`src/rtl/abbm_pkg.sv`:
```
// Types and constants of the apnea backup breath monitor.
`default_nettype none

package abbm_pkg;

  // Engine state codes
  localparam logic [2:0] ST_IDLE   = 3'd0;
  localparam logic [2:0] ST_MON    = 3'd1;
  localparam logic [2:0] ST_TIMED  = 3'd2;
  localparam logic [2:0] ST_BACKUP = 3'd3;
  localparam logic [2:0] ST_ALARM  = 3'd4;

  // Ventilation modes the engine treats specially
  localparam logic [2:0] MD_UNSUPPORTED = 3'd0;
  localparam logic [2:0] MD_VS          = 3'd2;
  localparam logic [2:0] MD_PSVST       = 3'd4;

  // Breath phases
  localparam logic [1:0] PH_INSP = 2'd1;
  localparam logic [1:0] PH_EXP  = 2'd2;

  // Trigger reasons
  localparam logic [2:0] TR_PRESSURE = 3'd1;
  localparam logic [2:0] TR_FLOW     = 3'd2;
  localparam logic [2:0] TR_TIME     = 3'd3;
  localparam logic [2:0] TR_BACKUP   = 3'd4;

  // Request kinds
  localparam logic REQ_TICK    = 1'b0;
  localparam logic REQ_TRIGGER = 1'b1;

  // Configuration register indexes
  localparam int unsigned CFG_IDX_W = 2;
  localparam logic [CFG_IDX_W-1:0] CFG_VS_APNEA_MS  = 2'd0;
  localparam logic [CFG_IDX_W-1:0] CFG_LIMIT_APNEA_S = 2'd1;
  localparam logic [CFG_IDX_W-1:0] CFG_VS_BACKUP_EN = 2'd2;

  localparam int unsigned CFG_DATA_W = 20;
  localparam int unsigned LIMIT_S_W  = 10;
  localparam int unsigned DEADLINE_W = 20;

  localparam logic [DEADLINE_W-1:0] MS_PER_S         = 20'd1000;
  localparam logic [DEADLINE_W-1:0] VS_APNEA_RESET   = 20'd20000;
  localparam logic [DEADLINE_W-1:0] LIMIT_MS_RESET   = 20'd20000;
  localparam logic                  VS_BACKUP_RESET  = 1'b1;

  localparam int unsigned IN_DATA_W  = 80;
  localparam int unsigned OUT_DATA_W = 8;

  typedef struct packed {
    logic        req_type;
    logic [31:0] now_ms;
    logic        active;
    logic [2:0]  vent_mode;
    logic [1:0]  phase;
    logic        has_mandatory_interval;
    logic        apnea_time_set;
    logic [31:0] backup_interval_ms;
    logic [2:0]  trigger_reason;
    logic        expiration_ready;
    logic        trigger_accept;
    logic [1:0]  phase_after_trigger;
  } item_t;

  typedef struct packed {
    logic [2:0]  engine_state;
    logic        backup_fired;
  } result_t;

  typedef struct packed {
    logic [DEADLINE_W-1:0] vs_apnea_ms;
    logic [DEADLINE_W-1:0] limit_apnea_ms;
    logic                  vs_backup_en;
  } cfg_t;

  typedef struct packed {
    logic [2:0]  eng;
    logic [2:0]  last_mode;
    logic [1:0]  last_phase;
    logic [31:0] ref_ms;
    logic        started;
  } eng_state_t;

  localparam eng_state_t ENG_RESET = '{
    eng: ST_IDLE, last_mode: MD_UNSUPPORTED, last_phase: 2'd0, ref_ms: 32'd0, started: 1'b0
  };

endpackage

`default_nettype wire

```
`src/rtl/abbm_cfg.sv`:
```
// Configuration registers of the apnea monitor, deadlines kept in milliseconds.
`default_nettype none

module abbm_cfg (
  input  wire logic                              clk_i,
  input  wire logic                              rst_ni,
  input  wire logic                              cfg_we_i,
  input  wire logic [abbm_pkg::CFG_IDX_W-1:0]    cfg_idx_i,
  input  wire logic [abbm_pkg::CFG_DATA_W-1:0]   cfg_data_i,
  output abbm_pkg::cfg_t                         cfg_o
);

  abbm_pkg::cfg_t cfg_q, cfg_d;
  logic [abbm_pkg::DEADLINE_W-1:0] limit_ms;

  // Scale seconds to milliseconds at write time; 1023 s still fits 20 bits.
  assign limit_ms = abbm_pkg::DEADLINE_W'(cfg_data_i[abbm_pkg::LIMIT_S_W-1:0])
                    * abbm_pkg::MS_PER_S;

  always_comb begin
    cfg_d = cfg_q;
    if (cfg_we_i) begin
      case (cfg_idx_i)
        abbm_pkg::CFG_VS_APNEA_MS:   cfg_d.vs_apnea_ms    = cfg_data_i;
        abbm_pkg::CFG_LIMIT_APNEA_S: cfg_d.limit_apnea_ms = limit_ms;
        abbm_pkg::CFG_VS_BACKUP_EN:  cfg_d.vs_backup_en   = cfg_data_i[0];
        default: ;
      endcase
    end
  end

  always_ff @(posedge clk_i or negedge rst_ni) begin
    if (!rst_ni) begin
      cfg_q.vs_apnea_ms    <= abbm_pkg::VS_APNEA_RESET;
      cfg_q.limit_apnea_ms <= abbm_pkg::LIMIT_MS_RESET;
      cfg_q.vs_backup_en   <= abbm_pkg::VS_BACKUP_RESET;
    end else begin
      cfg_q <= cfg_d;
    end
  end

  assign cfg_o = cfg_q;

endmodule

`default_nettype wire

```
`src/rtl/abbm_engine.sv`:
```
// Apnea engine: state registers and the single-pass next-state logic.
`default_nettype none

module abbm_engine (
  input  wire logic              clk_i,
  input  wire logic              rst_ni,
  input  wire logic              advance_i,
  input  wire abbm_pkg::item_t   item_i,
  input  wire abbm_pkg::cfg_t    cfg_i,
  output abbm_pkg::result_t      result_o
);

  abbm_pkg::eng_state_t st_q, st_d;
  logic [31:0] elapsed;
  logic [31:0] deadline;
  logic        unsupported;
  logic        backup_ok;
  logic        fired;

  assign unsupported = !item_i.active || (item_i.vent_mode == abbm_pkg::MD_UNSUPPORTED) ||
                       !(item_i.phase inside {abbm_pkg::PH_INSP, abbm_pkg::PH_EXP}) ||
                       (item_i.has_mandatory_interval && !item_i.apnea_time_set);

  // Backup request allowed once in alarm, during expiration.
  assign backup_ok = (item_i.phase == abbm_pkg::PH_EXP) &&
                     !((item_i.vent_mode == abbm_pkg::MD_VS) && !cfg_i.vs_backup_en) &&
                     (item_i.expiration_ready || (item_i.vent_mode == abbm_pkg::MD_VS) ||
                      item_i.has_mandatory_interval) &&
                     item_i.trigger_accept;

  always_comb begin
    st_d     = st_q;
    fired    = 1'b0;
    elapsed  = '0;
    deadline = '0;
    if (item_i.req_type == abbm_pkg::REQ_TRIGGER) begin
      st_d.eng    = abbm_pkg::ST_MON;
      st_d.ref_ms = item_i.now_ms;
    end else if (unsupported) begin
      st_d = abbm_pkg::ENG_RESET;
    end else if (!st_q.started || (st_q.last_mode != item_i.vent_mode)) begin
      st_d.eng        = abbm_pkg::ST_MON;
      st_d.last_mode  = item_i.vent_mode;
      st_d.last_phase = item_i.phase;
      st_d.ref_ms     = item_i.now_ms;
      st_d.started    = 1'b1;
    end else begin
      // New inspiration: classify; restart ref unless timed mandatory.
      if ((item_i.phase == abbm_pkg::PH_INSP) && (st_q.last_phase != abbm_pkg::PH_INSP)) begin
        case (item_i.trigger_reason)
          abbm_pkg::TR_PRESSURE,
          abbm_pkg::TR_FLOW:   st_d.eng = abbm_pkg::ST_MON;
          abbm_pkg::TR_BACKUP: st_d.eng = (item_i.vent_mode == abbm_pkg::MD_PSVST) ?
                                          abbm_pkg::ST_TIMED : abbm_pkg::ST_BACKUP;
          default: ;
        endcase
        if (!item_i.has_mandatory_interval || (item_i.trigger_reason != abbm_pkg::TR_TIME)) begin
          st_d.ref_ms = item_i.now_ms;
        end
      end
      st_d.last_phase = item_i.phase;
      elapsed = item_i.now_ms - st_d.ref_ms;

      if (item_i.vent_mode == abbm_pkg::MD_PSVST) begin
        if ((item_i.backup_interval_ms != '0) && (elapsed >= item_i.backup_interval_ms) &&
            (item_i.phase == abbm_pkg::PH_EXP) && item_i.trigger_accept) begin
          st_d.eng        = abbm_pkg::ST_TIMED;
          st_d.ref_ms     = item_i.now_ms;
          st_d.last_phase = item_i.phase_after_trigger;
          fired           = 1'b1;
        end
      end else begin
        case (st_d.eng)
          abbm_pkg::ST_MON:    deadline = (item_i.vent_mode == abbm_pkg::MD_VS) ?
                                          32'(cfg_i.vs_apnea_ms) : 32'(cfg_i.limit_apnea_ms);
          abbm_pkg::ST_BACKUP: deadline = item_i.backup_interval_ms;
          default:             deadline = '0;
        endcase
        if ((st_d.eng == abbm_pkg::ST_ALARM) || ((deadline != '0) && (elapsed >= deadline))) begin
          st_d.eng = abbm_pkg::ST_ALARM;
          if (backup_ok) begin
            st_d.eng        = abbm_pkg::ST_BACKUP;
            st_d.ref_ms     = item_i.now_ms;
            st_d.last_phase = item_i.phase_after_trigger;
            fired           = 1'b1;
          end
        end
      end
    end
  end

  always_ff @(posedge clk_i or negedge rst_ni) begin
    if (!rst_ni) begin
      st_q <= abbm_pkg::ENG_RESET;
    end else if (advance_i) begin
      st_q <= st_d;
    end
  end

  assign result_o.engine_state = st_d.eng;
  assign result_o.backup_fired = fired;

endmodule

`default_nettype wire

```
`src/rtl/apnea_backup_breath_monitor_unit.sv`:
```
// Top level of the apnea backup breath monitor: input register, engine, result register.
//
//  channel   | direction | tdata (low bit up)                               | tuser
//  s_axis    | in        | now_ms, active, vent_mode, phase, mandatory,     | req_type
//            |           | apnea_time_set, backup_interval_ms, reason,      |
//            |           | expiration_ready, trigger_accept, phase_after    |
//  m_axis    | out       | engine_state, backup_fired                       | -
//  cfg       | in        | index/data write, no read-back                   | -
//
// An item passes through the input register and then the result register; one item per cycle
// sustained while m_axis_tready stays high.
// The engine state updates in the cycle an item moves from the input register to the
// result register, so each item sees the state the previous one left.
// Reset (rst_ni low, asynchronous) empties both registers and returns the engine to idle
// and the configuration to its defaults. A stalled result holds the result register; the
// input register still takes one more item, then s_axis_tready drops.
`default_nettype none

module apnea_backup_breath_monitor_unit (
  input  wire logic                              clk_i,
  input  wire logic                              rst_ni,
  input  wire logic                              s_axis_tvalid,
  output      logic                              s_axis_tready,
  // now_ms[31:0], active[32], vent_mode[35:33], phase[37:36],
  // has_mandatory_interval[38], apnea_time_set[39], backup_interval_ms[71:40],
  // trigger_reason[74:72], expiration_ready[75], trigger_accept[76],
  // phase_after_trigger[78:77], zero pad[79]
  input  wire logic [abbm_pkg::IN_DATA_W-1:0]    s_axis_tdata,
  // req_type[0]
  input  wire logic                              s_axis_tuser,
  output      logic                              m_axis_tvalid,
  input  wire logic                              m_axis_tready,
  // engine_state[2:0], backup_fired[3], zero pad[7:4]
  output      logic [abbm_pkg::OUT_DATA_W-1:0]   m_axis_tdata,
  input  wire logic                              cfg_we_i,
  input  wire logic [abbm_pkg::CFG_IDX_W-1:0]    cfg_idx_i,
  input  wire logic [abbm_pkg::CFG_DATA_W-1:0]   cfg_data_i
);

  abbm_pkg::item_t   in_item_q, in_item_d;
  logic              in_valid_q;
  abbm_pkg::result_t out_res_q;
  abbm_pkg::result_t eng_res;
  logic              out_valid_q;
  logic              advance;
  logic              in_xfer;
  abbm_pkg::cfg_t    cfg;

  // Move the held item into the result register when that slot is free or being drained.
  assign advance       = in_valid_q && (!out_valid_q || m_axis_tready);
  assign s_axis_tready = !in_valid_q || advance;
  assign in_xfer       = s_axis_tvalid && s_axis_tready;

  // Unpack the stream word into item fields.
  always_comb begin
    in_item_d.req_type               = s_axis_tuser;
    in_item_d.now_ms                 = s_axis_tdata[31:0];
    in_item_d.active                 = s_axis_tdata[32];
    in_item_d.vent_mode              = s_axis_tdata[35:33];
    in_item_d.phase                  = s_axis_tdata[37:36];
    in_item_d.has_mandatory_interval = s_axis_tdata[38];
    in_item_d.apnea_time_set         = s_axis_tdata[39];
    in_item_d.backup_interval_ms     = s_axis_tdata[71:40];
    in_item_d.trigger_reason         = s_axis_tdata[74:72];
    in_item_d.expiration_ready       = s_axis_tdata[75];
    in_item_d.trigger_accept         = s_axis_tdata[76];
    in_item_d.phase_after_trigger    = s_axis_tdata[78:77];
  end

  // Input register: hold the payload, control bit reset.
  always_ff @(posedge clk_i or negedge rst_ni) begin
    if (!rst_ni) begin
      in_valid_q <= 1'b0;
    end else if (in_xfer) begin
      in_valid_q <= 1'b1;
    end else if (advance) begin
      in_valid_q <= 1'b0;
    end
  end

  always_ff @(posedge clk_i) begin
    if (in_xfer) begin
      in_item_q <= in_item_d;
    end
  end

  abbm_cfg u_cfg (
    .clk_i      (clk_i),
    .rst_ni     (rst_ni),
    .cfg_we_i   (cfg_we_i),
    .cfg_idx_i  (cfg_idx_i),
    .cfg_data_i (cfg_data_i),
    .cfg_o      (cfg)
  );

  abbm_engine u_engine (
    .clk_i     (clk_i),
    .rst_ni    (rst_ni),
    .advance_i (advance),
    .item_i    (in_item_q),
    .cfg_i     (cfg),
    .result_o  (eng_res)
  );

  // Result register: load on advance, drop once the transfer completes.
  always_ff @(posedge clk_i or negedge rst_ni) begin
    if (!rst_ni) begin
      out_valid_q <= 1'b0;
    end else if (advance) begin
      out_valid_q <= 1'b1;
    end else if (m_axis_tready) begin
      out_valid_q <= 1'b0;
    end
  end

  always_ff @(posedge clk_i) begin
    if (advance) begin
      out_res_q <= eng_res;
    end
  end

  assign m_axis_tvalid = out_valid_q;
  assign m_axis_tdata  = {4'b0000, out_res_q.backup_fired, out_res_q.engine_state};

endmodule

`default_nettype wire

```
`config.mk`:
```
export PLATFORM = sky130hd
export DESIGN_NAME = apnea_backup_breath_monitor_unit
export DESIGN_NICKNAME = d
export VERILOG_FILES = /design/src/rtl/abbm_pkg.sv /design/src/rtl/abbm_cfg.sv /design/src/rtl/abbm_engine.sv /design/src/rtl/apnea_backup_breath_monitor_unit.sv
export SDC_FILE = /design/constraint.sdc
export NUM_CORES = 1
export LEC_CHECK = 0
export BUFFER_PORTS_ARGS = -buffer_cell sky130_fd_sc_hd__buf_2
export CORE_ASPECT_RATIO = 0.7
export CORE_MARGIN = 5
export CORE_UTILIZATION = 50
export DETAILED_ROUTE_END_ITERATION = 6
export GPL_TIMING_DRIVEN = 0
export PLACE_DENSITY = 0.79
export SLEW_MARGIN = 0
export SYNTH_ARGS = -nofsm -noshare
export SYNTH_HDL_FRONTEND = slang
export SYNTH_SLANG_ARGS = --single-unit
export TNS_END_PERCENT = 100
```
`constraint.sdc`:
```
create_clock -name clk_i -period 6.7 [get_ports clk_i]
set_input_delay 0.335 -clock clk_i [delete_from_list [all_inputs] [get_ports clk_i]]
set_output_delay 0.335 -clock clk_i [all_outputs]
set_load 0.005 [all_outputs]
```
==> impl_metrics.ini <==
[detailed_routing]
ant_nets = 0
vias = 10096
routed_wl_um = 31270
drt-initial-drc-count = 865
avgRoutedWirePerCell_um = 18.40
dr.pass1.iters = 5
drc = 0
routed_via_density = 5.939

[setup_path]
cp.arrival_ns = 6.72
r2r_cells = 27
crit_fanout = 10
crit_required_ns = 7.02
critPathKind = reg -> reg
cp-end-kind = register
critPathLaunchType = register

[synth]
yosys.area.top_type = edfxtp_1
synthFlopType = edfxtp_1
synthTopCellsByArea = edfxtp_1 21%, dfrtp_1 14%, ha_1 14%, fa_1 5.1%, mux2i_1 3.7%
ys_ff_latch = 165
synth.distinct_cells = 72
synth_commonest_cells = 138 x ha_1, 100 x nand2_1, 91 x a21oi_1
yosysTopAreaCellShare_pct = 20.53
synth_cells = 1222
synth_area_mm2 = 0.01228
synth-seq-area-share_pct = 37.15
synth_most_common_cell = ha_1
synth_edf_count = 84
async_flop_share_pct = 49.09
synth_area_per_cell_um2 = 10.05
ys_warn_count = 0

[placement]
post-place-ws_ns = -0.4718
dp_hpwl_um = 24370
gp_congestion = 0.9378
io_buffers = 112

[power]
powerDensity_mw_per_mm2 = 296.6
seq_power_share_pct = 32.4
sw_frac_of_total_pct = 38.04
peakVddDrop_mv = 0.2478
clkPwrFrac_pct = 23.4
combPwrFrac_pct = 44.2
p_leak_uw = 0.006221
finalPower_uw = 4145
internal_power_uw = 2568
p_switching_uw = 1577

[floorplan]
start_util_pct = 50.26
die_height_um = 141.1
io-pin-count = 118
core_area_mm2 = 0.02444
rows = 48
die_area_mm2 = 0.02785
die_w_um = 197.3

[clock_network]
clk_latency_ns = 0.45
htree_levels = 4
cts_inserted_buffers = 17
clock_sinks = 165
clk_pin_slew_ns = 0.07
cts_tree = built
root_buffer = clkbuf_16
clk_path_buf_depth = 2

[global_route]
first_global_vias = 9757
grt_overflow = 0
grtUsageTotal_pct = 22.90
grt_max_degree = 53
antenna_found_initial = 0
grt_pass1_wl_um = 50890

[timing]
finalMaxSlewViolations = 0
post-route-period-util_pct = 95.58
setup_slack_ns = 0.2963
slew_headroom_pct = 40.81
finClkSkew_ns = 0.01137
clock.fmax_mhz = 156.2
finalSetupViolCount = 0
tightest_slew_ns = 0.8811
fin_crit_ns = 6.404
finalHoldViolations = 0

[outcome]
status = complete, no violations

[min_path]
hp-class = in -> reg
holdPathStages = 1

[final_layout]
syn_to_final_growth_pct = 13.78
antenna_cells = 0
nNetsFinal = 1639
drive_above_1_share_pct = 16.73

[run]
maxCapViolCount = 0
## layout by cell type, fill, tap and decap left out, types with 45 or more instances in the layout
master	n
nor2_1	75
inv_1	75
dfrtp_1	70
mux2i_1	45
a21oi_1	90
buf_2	114
edfxtp_1	84
nand2_1	99
ha_1	137
## routing by layer
metal	GRT usage (%)	vias to the layer above	wire length [um]
li1	-	4775	-
met1	34.56	4872	14730
met2	33.62	400	13390
met3	4.682	49	2618
met4	6.090	0	539
met5	0	-	0
## logic make-up (layout without fill, tap and decap cells)
| group | count (synthesis) | count (layout) | share of synthesized area, % |
|---|---|---|---|
| AND/OR/NAND/NOR | 359 | 359 | 14.45 |
| AO/OA/AOI/OAI | 287 | 287 | 15.83 |
| adder cells (fa/ha/maj) | 169 | 169 | 19.11 |
| flip-flops | 165 | 165 | 37.15 |
| buffers and inverters | 126 | 276 | 4.217 |
| multiplexers | 73 | 73 | 6.223 |
| XOR/XNOR | 42 | 42 | 2.994 |
| other | 1 | 4 | 0.03053 |
## critical path, cell delays in order, from the launching register on
cell,delay (ns)
edfxtp_1,0.44
ha_1,0.27
and2_1,0.19
nand2_4,0.16
buf_6,0.20
mux2i_2,0.27
ha_2,0.35
a211oi_1,0.22
o21bai_1,0.12
o31a_1,0.29
a2111o_1,0.43
o221ai_2,0.21
o21ai_0,0.13
nor2_1,0.12
xnor2_1,0.17
ha_1,0.33
a21o_1,0.23
a311oi_2,0.28
o221ai_1,0.18
a211oi_2,0.29
o21ai_2,0.12
a31o_2,0.29
and3_1,0.20
buf_6,0.13
nor3_4,0.16
buf_6,0.20
buf_8,0.17
o211ai_2,0.10
## cell type report
type                            instances  area [um2]
Inverter                               75       281.5
Tap cell                              325       406.6
Clock buffer                           18       429.2
Buffer                                 51       251.5
Clock inverter                         14       142.6
Sequential cell                       165        4563
Timing Repair Buffer                  118       643.1
Fill cell                            2041       10470
Multi-Input combinational cell        934        7259
## timing repair
action                                 in CTS  in global routing
pin swaps                                   0                  2
setup buffers                               0                  3
gates cloned                                0                  0
endpoints found under the hold margin      29                  0
setup endpoints to repair                  41                 41
hold buffers                                1                  0
resized for setup                           6                 16
## registers in the layout (all words and copies together), names as in the netlist
| name | count |
|---|---|
| u_cfg.cfg_o | 38 |
| m_axis_tdata | 4 |
| m_axis_tvalid | 1 |
| u_engine.st_q | 41 |
| in_valid_q | 1 |
| in_item_q | 80 |
## worst paths after layout
kind | startpoint | to | slack (ns)
max in group asynchronous | rst_ni | u_cfg.cfg_o[26]$_DFFE_PN1P_ | 5.61
max | in_item_q[41]$_DFFE_PP_ | u_engine.st_q[28]$_DFFE_PN0P_ | 0.30
min | s_axis_tdata[11] | in_item_q[58]$_DFFE_PP_ | 0.06
min reg2reg | u_cfg.cfg_o[10]$_DFFE_PN1P_ | u_cfg.cfg_o[10]$_DFFE_PN1P_ | 0.50
max reg2reg | in_item_q[41]$_DFFE_PP_ | u_engine.st_q[28]$_DFFE_PN0P_ | 0.30
min in group asynchronous | rst_ni | m_axis_tvalid$_DFFE_PN0P_ | 0.38
## metrics by stage
step	cells	instance area, um2	TNS [ns]	utilization [%]	hold slack (ns)
floorplan	1225	12300	0	-	0.03941
global placement	1662	13260	-10.29	54.26	0.4711
detailed placement	1664	13320	-12.70	54.47	0.3191
CTS	1697	13910	0	56.89	0.04346
global route	1700	13980	-0.01959	57.18	0.03729
finish	1700	13980	0	57.18	0.05840
## power groups by stage
stage               registers [uW]  logic, uW  clock network [uW]
floorplan                     1320       1370                   0
detailed placement            1360       1790                   0
finish                        1340       1830                 968
global placement              1360       1720                   0
CTS                           1340       1800                 979
global route                  1360       2080                1030
Note: power is estimated with default switching activity, not from simulation.
